$ cat src/hw/rtl/dds_pkg.sv
package dds_pkg;

  // Input value width and the number of BCD digits it can need.
  localparam int VALUE_W    = 27;
  localparam int BCD_DIGITS = 9;
  localparam int DIGIT_W    = 4;
  localparam int BCD_W      = BCD_DIGITS * DIGIT_W;

  // Display geometry.
  localparam int DISPLAY_SLOTS  = 8;
  localparam int RIGHTMOST_POS  = 7;
  localparam int POS_W          = 3;
  localparam int MASK_W         = 8;
  localparam int NUM_DIGITS_DEF = 8;

  // Finished conversion handed from the converter to the digit emitter.
  typedef struct packed {
    logic             valid;
    logic [BCD_W-1:0] bcd;
  } hand_t;

endpackage

$ cat src/hw/rtl/dds_conv.sv
module dds_conv (
  input  logic                       clk,
  input  logic                       rst_n,
  input  logic                       in_valid,
  output logic                       in_ready,
  input  logic [dds_pkg::VALUE_W-1:0] in_value,
  output dds_pkg::hand_t             hand,
  input  logic                       take
);

  localparam int CNT_W = $clog2(dds_pkg::VALUE_W);

  typedef enum logic [2:0] {
    C_IDLE  = 3'b001,
    C_SHIFT = 3'b010,
    C_DONE  = 3'b100
  } conv_state_t;

  conv_state_t                       state_r, state_nxt;
  logic [dds_pkg::VALUE_W-1:0]       bin_r, bin_nxt;
  logic [dds_pkg::BCD_W-1:0]         bcd_r, bcd_nxt;
  logic [dds_pkg::BCD_W-1:0]         adj;
  logic [CNT_W-1:0]                  cnt_r, cnt_nxt;

  // Add three to every BCD digit of five or more before the next shift.
  always_comb begin
    logic [dds_pkg::DIGIT_W-1:0] d;
    for (int i = 0; i < dds_pkg::BCD_DIGITS; i++) begin
      d = bcd_r[i*dds_pkg::DIGIT_W +: dds_pkg::DIGIT_W];
      adj[i*dds_pkg::DIGIT_W +: dds_pkg::DIGIT_W] =
        (d >= 4'd5) ? d + 4'd3 : d;
    end
  end

  // One input bit enters the BCD register per cycle, most significant first.
  always_comb begin
    state_nxt = state_r;
    bin_nxt   = bin_r;
    bcd_nxt   = bcd_r;
    cnt_nxt   = cnt_r;
    unique case (state_r)
      C_IDLE: begin
        if (in_valid) begin
          bin_nxt   = in_value;
          bcd_nxt   = '0;
          cnt_nxt   = '0;
          state_nxt = C_SHIFT;
        end
      end
      C_SHIFT: begin
        bcd_nxt = {adj[dds_pkg::BCD_W-2:0], bin_r[dds_pkg::VALUE_W-1]};
        bin_nxt = {bin_r[dds_pkg::VALUE_W-2:0], 1'b0};
        cnt_nxt = cnt_r + 1'b1;
        if (cnt_r == CNT_W'(dds_pkg::VALUE_W - 1)) begin
          state_nxt = C_DONE;
        end
      end
      C_DONE: begin
        if (take) begin
          state_nxt = C_IDLE;
        end
      end
      default: state_nxt = C_IDLE;
    endcase
  end

  always_ff @(posedge clk) begin
    if (!rst_n) begin
      state_r <= C_IDLE;
    end else begin
      state_r <= state_nxt;
    end
  end

  // Data path registers need no reset.
  always_ff @(posedge clk) begin
    bin_r <= bin_nxt;
    bcd_r <= bcd_nxt;
    cnt_r <= cnt_nxt;
  end

  assign in_ready   = (state_r == C_IDLE);
  assign hand.valid = (state_r == C_DONE);
  assign hand.bcd   = bcd_r;

endmodule

$ cat src/hw/rtl/dds_emit.sv
module dds_emit #(
  parameter int NUM_DIGITS = dds_pkg::NUM_DIGITS_DEF
) (
  input  logic                        clk,
  input  logic                        rst_n,
  input  dds_pkg::hand_t              hand,
  output logic                        take,
  output logic                        out_valid,
  input  logic                        out_ready,
  output logic [dds_pkg::POS_W-1:0]   out_position,
  output logic [dds_pkg::MASK_W-1:0]  out_select_mask,
  output logic [dds_pkg::DIGIT_W-1:0] out_digit,
  output logic                        out_last
);

  // Digits shown, clamped to the display.
  localparam int LIM = (NUM_DIGITS > dds_pkg::DISPLAY_SLOTS) ? dds_pkg::DISPLAY_SLOTS :
                       ((NUM_DIGITS < 1) ? 1 : NUM_DIGITS);

  typedef enum logic [1:0] {
    E_IDLE = 2'b01,
    E_RUN  = 2'b10
  } emit_state_t;

  emit_state_t                       state_r, state_nxt;
  logic [dds_pkg::BCD_W-1:0]         dig_r, dig_nxt;
  logic [dds_pkg::POS_W-1:0]         idx_r, idx_nxt;
  logic                              out_valid_r, out_valid_nxt;
  logic [dds_pkg::POS_W-1:0]         pos_r, pos_nxt;
  logic [dds_pkg::MASK_W-1:0]        mask_r, mask_nxt;
  logic [dds_pkg::DIGIT_W-1:0]       digit_r, digit_nxt;
  logic                              last_r, last_nxt;
  logic                              load_out;
  logic                              last_w;
  logic [dds_pkg::POS_W-1:0]         pos_w;

  // The output register may take a new item when empty or being drained.
  assign load_out = !out_valid_r || out_ready;
  assign take     = (state_r == E_IDLE) && hand.valid;

  // The current digit is the last when nothing higher remains or the limit is hit.
  assign last_w = (dig_r[dds_pkg::BCD_W-1:dds_pkg::DIGIT_W] == '0) ||
                  (idx_r == dds_pkg::POS_W'(LIM - 1));
  assign pos_w  = dds_pkg::POS_W'(dds_pkg::RIGHTMOST_POS) - idx_r;

  // Shift one BCD digit out per emitted item, least significant first.
  always_comb begin
    state_nxt     = state_r;
    dig_nxt       = dig_r;
    idx_nxt       = idx_r;
    out_valid_nxt = out_valid_r;
    pos_nxt       = pos_r;
    mask_nxt      = mask_r;
    digit_nxt     = digit_r;
    last_nxt      = last_r;
    if (out_valid_r && out_ready) begin
      out_valid_nxt = 1'b0;
    end
    unique case (state_r)
      E_IDLE: begin
        if (hand.valid) begin
          dig_nxt   = hand.bcd;
          idx_nxt   = '0;
          state_nxt = E_RUN;
        end
      end
      E_RUN: begin
        if (load_out) begin
          out_valid_nxt = 1'b1;
          pos_nxt       = pos_w;
          mask_nxt      = ~(dds_pkg::MASK_W'(1) << pos_w);
          digit_nxt     = dig_r[dds_pkg::DIGIT_W-1:0];
          last_nxt      = last_w;
          dig_nxt       = dig_r >> dds_pkg::DIGIT_W;
          idx_nxt       = idx_r + 1'b1;
          if (last_w) begin
            state_nxt = E_IDLE;
          end
        end
      end
      default: state_nxt = E_IDLE;
    endcase
  end

  always_ff @(posedge clk) begin
    if (!rst_n) begin
      state_r     <= E_IDLE;
      out_valid_r <= 1'b0;
    end else begin
      state_r     <= state_nxt;
      out_valid_r <= out_valid_nxt;
    end
  end

  // Data path registers need no reset.
  always_ff @(posedge clk) begin
    dig_r   <= dig_nxt;
    idx_r   <= idx_nxt;
    pos_r   <= pos_nxt;
    mask_r  <= mask_nxt;
    digit_r <= digit_nxt;
    last_r  <= last_nxt;
  end

  assign out_valid       = out_valid_r;
  assign out_position    = pos_r;
  assign out_select_mask = mask_r;
  assign out_digit       = digit_r;
  assign out_last        = last_r;

endmodule

$ cat src/hw/rtl/decimal_digit_scan_out.sv
// Channel   Direction  Handshake              Payload
// in_       input      in_valid / in_ready    in_value[26:0]
// out_      output     out_valid / out_ready  out_position, out_select_mask, out_digit, out_last
//
// An item is taken when the converter is free, then shift-and-add-3 builds nine
// BCD digits, one input bit per cycle, and hands them to the emitter once it is idle.
// The emitter then gives one digit per cycle while out_ready is high, and the next
// conversion runs while the previous digits are still being emitted.
// Reset is synchronous and active low; it clears control state only.
// With out_ready low a full output register holds its item and a finished conversion waits.
module decimal_digit_scan_out #(
  parameter int NUM_DIGITS = dds_pkg::NUM_DIGITS_DEF
) (
  input  logic                        clk,
  input  logic                        rst_n,
  input  logic                        in_valid,
  output logic                        in_ready,
  input  logic [dds_pkg::VALUE_W-1:0] in_value,
  output logic                        out_valid,
  input  logic                        out_ready,
  output logic [dds_pkg::POS_W-1:0]   out_position,
  output logic [dds_pkg::MASK_W-1:0]  out_select_mask,
  output logic [dds_pkg::DIGIT_W-1:0] out_digit,
  output logic                        out_last
);

  dds_pkg::hand_t hand;
  logic           take;

  // Binary to BCD converter.
  dds_conv u_conv (
    .clk      (clk),
    .rst_n    (rst_n),
    .in_valid (in_valid),
    .in_ready (in_ready),
    .in_value (in_value),
    .hand     (hand),
    .take     (take)
  );

  // Digit emitter with output register.
  dds_emit #(
    .NUM_DIGITS (NUM_DIGITS)
  ) u_emit (
    .clk             (clk),
    .rst_n           (rst_n),
    .hand            (hand),
    .take            (take),
    .out_valid       (out_valid),
    .out_ready       (out_ready),
    .out_position    (out_position),
    .out_select_mask (out_select_mask),
    .out_digit       (out_digit),
    .out_last        (out_last)
  );

endmodule

$ cat config.mk
export PLATFORM = sky130hd
export DESIGN_NAME = decimal_digit_scan_out
export DESIGN_NICKNAME = d
export VERILOG_FILES = /design/src/hw/rtl/dds_pkg.sv /design/src/hw/rtl/dds_conv.sv /design/src/hw/rtl/dds_emit.sv /design/src/hw/rtl/decimal_digit_scan_out.sv
export SDC_FILE = /design/constraint.sdc
export NUM_CORES = 1
export LEC_CHECK = 0
export ABC_AREA = 1
export BUFFER_PORTS_ARGS = -buffer_cell sky130_fd_sc_hd__buf_2
export CAP_MARGIN = 25
export CORE_ASPECT_RATIO = 0.6
export CORE_UTILIZATION = 38
export DETAILED_ROUTE_END_ITERATION = 8
export PLACE_DENSITY_LB_ADDON = 0.15
export SYNTH_ARGS = -nofsm -noshare
export SYNTH_HDL_FRONTEND = slang
export SYNTH_SLANG_ARGS = --single-unit
$ cat constraint.sdc
create_clock -name clk -period 5.1 [get_ports clk]
set_input_delay 1.275 -clock clk [delete_from_list [all_inputs] [get_ports clk]]
set_output_delay 1.275 -clock clk [all_outputs]
set_load 0.005 [all_outputs]
# Yosys cells after proc, flatten, opt, wreduce, memory -nomap -nowiden
# Cells that the tools add are included.
dict set report classes {
  add_sub_neg 12
  multipliers 0
  div_mod_pow 0
  n_lt_le_gt_ge 9
  n_eq_ne 13
  shifts 1
  muxes 32
  n_bitwise 1
  n_reduce_logical 13
}
# operator count
set ops {}
lappend ops {{$pmux W36 S2} 2}
lappend ops {{$mux W36} 3}
lappend ops {{$pmux W27 S2} 1}
lappend ops {{$ge A4 B3 Y1 const B} 9}
lappend ops {{$add A4 B2 Y4 const B} 8}
lappend ops {{$logic_not A32 Y1} 1}
lappend ops {{$mux W4} 8}
lappend ops {{$mux W27} 1}
lappend ops {{$mux W3} 6}
lappend ops {{$pmux W5 S2} 1}
lappend ops {{$pmux W3 S3} 1}
lappend ops {{$reduce_and A3 Y1} 3}
lappend ops {{$ne A2 B1 Y1 const B} 4}
lappend ops {{$not A8 Y8} 1}
lappend ops {{$shl A1 B3 Y8 const A} 1}
lappend ops {{$eq A3 B3 Y1 const B} 2}
lappend ops {{$mux W2} 3}
lappend ops {{$pmux W3 S2} 1}
lappend ops {{$add A5 B1 Y5 const B} 1}
lappend ops {{$eq A5 B5 Y1 const B} 1}
lappend ops {{$mux W5} 1}
lappend ops {{$ne A2 B2 Y1 const B} 2}
lappend ops {{$pmux W2 S2} 1}
lappend ops {{$reduce_and A2 Y1} 2}
lappend ops {{12 further kinds} 17}
dict set report totals {
  register_bits 129
  latchBits 0
  ramBits 0
  mem_bits_ro 0
  inputBits 31
  word_cells 93
  mem_count 0
}

# Logic depth before layout (Yosys ltp)
dict set report logic_depth {
  ltp_word 5
  depth_mapped 10
  mapped_depth_nobuf 10
}

# By module
# Synthesis repeated with hierarchy kept, for this count alone.
dict set report unflattened {
  hier_cells 661
  area_unflattened_um2 6254.7
}
# module n_inst cells_each area_per_inst_um2
set by_module_without_submodules {}
lappend by_module_without_submodules {dds_conv 1 424 3744.8}
lappend by_module_without_submodules {dds_emit 1 237 2509.9}

# Least setup slack after synthesis
# Ideal clock, no wire load.
dict set report synth_path {
  path_type {input to register}
  start {input out_ready}
  end {register u_emit.dig_r[0] in the netlist's numbering, enable pin}
  setup_time_ns 0.489
  t_arrival_ns 4.109
  t_required_ns 4.611
  slack_ns 0.502
  stages 2
  n_path_buf 0
  cell_sequence {nor2_1 -> o21ai_0}
}
dict set report synth_via {
  elab_chain_len 3
}
# item line
set synth_lines {}
lappend synth_lines {{from (decl)} decimal_digit_scan_out.sv:20} ;# input logic out_ready,
lappend synth_lines {{$logic_or A1 B1 Y1} dds_emit.sv:38} ;# assign load_out = !out_valid_r || out_ready;
lappend synth_lines {{$ne A2 B1 Y1 (no line)} n/a}
lappend synth_lines {{$reduce_and A3 Y1 (no line)} n/a}
lappend synth_lines {{to (signal assigned)} dds_emit.sv:97} ;# dig_r <= dig_nxt;
lappend synth_lines {{to (decl)} dds_emit.sv:26} ;# logic [dds_pkg::BCD_W-1:0] dig_r, dig_nxt;
# No other way between the ends.
# A chain may end at the register's enable or synchronous reset.

# Final worst setup path
dict set report layout_path {
  start {input in_valid}
  end {register u_conv.bin_r[17] in the netlist's numbering, enable pin}
}
dict set report layout_via {
  elab_chain_len 2
}
# item line
set layout_lines {}
lappend layout_lines {{from (decl)} decimal_digit_scan_out.sv:16} ;# input logic in_valid,
lappend layout_lines {{$ne A2 B2 Y1 (no line)} n/a}
lappend layout_lines {{$reduce_and A2 Y1 (no line)} n/a}
lappend layout_lines {{to (signal assigned)} dds_conv.sv:77} ;# bin_r <= bin_nxt;
lappend layout_lines {{to (decl)} dds_conv.sv:20} ;# logic [dds_pkg::VALUE_W-1:0] bin_r, bin_nxt;
# No other way between the ends.

==> flow_summary.ini <==
[cells_and_area]
final_cell_mix = 159 x nand2_1, 123 x edfxtp_1, 79 x inv_1
fillers = 1442
final_layout_size_suffix_gt1_frac = 0.1349
finish.utilization = 0.4624
area_delta_synth_final_pct = 18.18
final_common_cell = nand2_1
multi_input_area_sq_mm = 0.001859
finalNetCount = 711
seq_area_sq_mm = 0.003814
n_antenna_cell = 0

[synth]
syn_inst = 598
syn_nets = 655
synth_warnings = 0
synth_edf_count = 123
synth-seq-area-share = 0.6305
yosys.cell_types.count = 26
ys_ff_latch = 129
synth_area_leaders = edfxtp_1 61%, nand2_1 9.9%, ha_1 5.4%
synth_area_per_cell_sq_um = 10.11
ys.flop_type = edfxtp_1
syn_area_sq_mm = 0.006048
yosys.area.top_type = edfxtp_1
synthArstFlopShare = 0
synth_top_area_share = 0.6107

[sta]
worst_slew_pin_slew_ns = 0.8729
skew_ns = 0.007772
post-route-min-period_ns = 2.613
setup_violations = 0
hold_viol = 0
rsz0062_at_grt = false
timing.fmax_mhz = 382.7
final_max_slew_viol_count = 0
relSlewSlack = 0.4160
fin_setup_tns_ns = 0
finalCritPeriodShare = 0.5123

[placed_design]
place.gp.congestion = 0.7186
port_buffers = 48
dp_hpwl_mm = 7.534

[drt]
vias = 4018
drc = 0
drtIter0Drc = 244
met1_length_mm = 6.226
finalWirelength_mm = 11.32
viasPerCell = 4.618
firstDrtPassIters = 5
ant_nets = 0
top_layer = met4
route.met2.wl_mm = 4.444
avgRoutedWirePerCell_um = 13.01
dr_wl_met3_um = 544

[clocking]
clk_pin_slew_ns = 0.06
h-tree-depth = 4
cts_setup_buffers = 0
cts_hold_buf = 0
cts_inserted_buffers = 17
cts_tree = done
cts_max_path_buffers = 2
root_buffer = clkbuf_16
insertion_delay_ns = 0.41
numClockSinks = 129
cts.repair.resized = 0

[global_routing]
antenna_found_initial = 0
grt_pass1_wl_mm = 18.11
grtUsageTotal = 0.1475
grt_start_max_net_pins = 73
grt_pass1_vias = 3687
overflow = 0

[floorplanning]
start_util = 0.3913
die-area_sq_mm = 0.01644
floorplan.core_area_sq_mm = 0.01546
die_h_um = 99.73
rows = 35
ios = 49
die_w_um = 164.9

[setup_path]
end_kind = flop
path_buf_inv = 2
worstPathCellList = buf_2 -> nand2_1 -> nand2_2 -> buf_4
start_kind = input pin
crit_required_ns = 5.15
critical_path_class = input pin to flop
cp_top_family = simple AND/OR/NAND/NOR gates
worstPathMaxFanout = 35
slowest_delay_ns = 0.65
crit_arrival_ns = 2.66
cpMaxStageDelayCell = nand2_2

[run]
drv_cap = 0

[outcome]
status = finished clean

[power_and_ir_drop]
vdd_ir_drop_max_uv = 195.0
leakagePower_nw = 2.970
power.density_mw_per_mm2 = 394.0

[worst_hold_path]
hp-class = flop to flop
## worst register-to-register path: cells and delay by family (launching register included)
kind	cells	cell delay [ns]
and+or+nand+nor	2	1.07
buffers and inverters	2	0.64
DFF	1	0.31
## path summary, 6_finish.rpt
kind	startpoint	endpoint	slack, ns	cells past startpoint
min	u_emit.dig_r[1]$_DFFE_PP_	u_emit.out_digit[1]$_DFFE_PP_	0.42	0
min reg2reg	u_emit.dig_r[1]$_DFFE_PP_	u_emit.out_digit[1]$_DFFE_PP_	0.42	0
max reg2reg	u_conv.state_r[0]$_SDFFE_PN1P_	u_conv.bin_r[17]$_DFFE_PP_	2.69	4
max	in_valid	u_conv.bin_r[17]$_DFFE_PP_	2.49	4
## routing by layer
layer,vias up,global-route usage
met4,0,0.05222
met3,12,0.04087
met2,84,0.1939
met5,-,0
met1,1836,0.2273
li1,2086,-
## registers in the layout (all words and copies together) (netlist names)
name	cells
u_conv.bcd_r	36
u_conv.bin_r	27
u_conv.cnt_r	5
u_conv.state_r	3
u_emit.dig_r	36
u_emit.idx_r	3
u_emit.out_digit	4
u_emit.out_last	1
u_emit.out_position	3
u_emit.out_select_mask	8
u_emit.out_valid	1
u_emit.state_r	2
## area by class of cell
cell class / count / share of cell area
sequential: 129 / 0.5335
clock inverter: 14 / 0.02993
tap: 203 / 0.03553
multi-input combinational: 373 / 0.2601
clock buffer: 18 / 0.06004
inverter: 80 / 0.04201
timing repair buffer: 53 / 0.03886
## stage by stage
stage	area (sq um)	hold WS, ns	worst slack, ns	power, mW	std cells
2_1_floorplan	6048	0.4003	0.5017	1.450	598
3_3_place_gp	6497	0.4172	2.039	1.510	837
3_5_place_dp	6505	0.4054	2.019	1.518	838
4_1_cts	7148	0.4191	2.444	2.844	870
5_1_grt	7148	0.4382	2.363	2.924	870
6_report	7148	0.4185	2.487	2.816	870
## power by group
group          internal [mW]  switching, mW
clock network          0.868          0.453
logic                 0.0685          0.148
registers               1.24         0.0341
total                   2.18          0.636
## Yosys cell counts, types with 5 or more instances
cell type	number
o21ai_0	46
nand2_1	160
ha_1	26
nand3_1	5
dfxtp_1	6
o21ai_1	14
xor2_1	9
nor3_1	19
edfxtp_1	123
nor2_1	64
inv_1	79
buf_2	8
clkbuf_1	5
a21oi_1	20
## logic make-up (layout without fill, tap and decap cells)
kind of cell	count (synthesis)	count (layout)	share of synthesized area
adder cells (fa/ha/maj)	26	26	0.05379
AO/OA/AOI/OAI	84	84	0.07117
flip-flops	129	129	0.6305
AND/OR/NAND/NOR	254	254	0.1671
buffers and inverters	96	165	0.06434
XOR/XNOR	9	9	0.01303
Note: power is estimated with default switching activity, not from simulation.
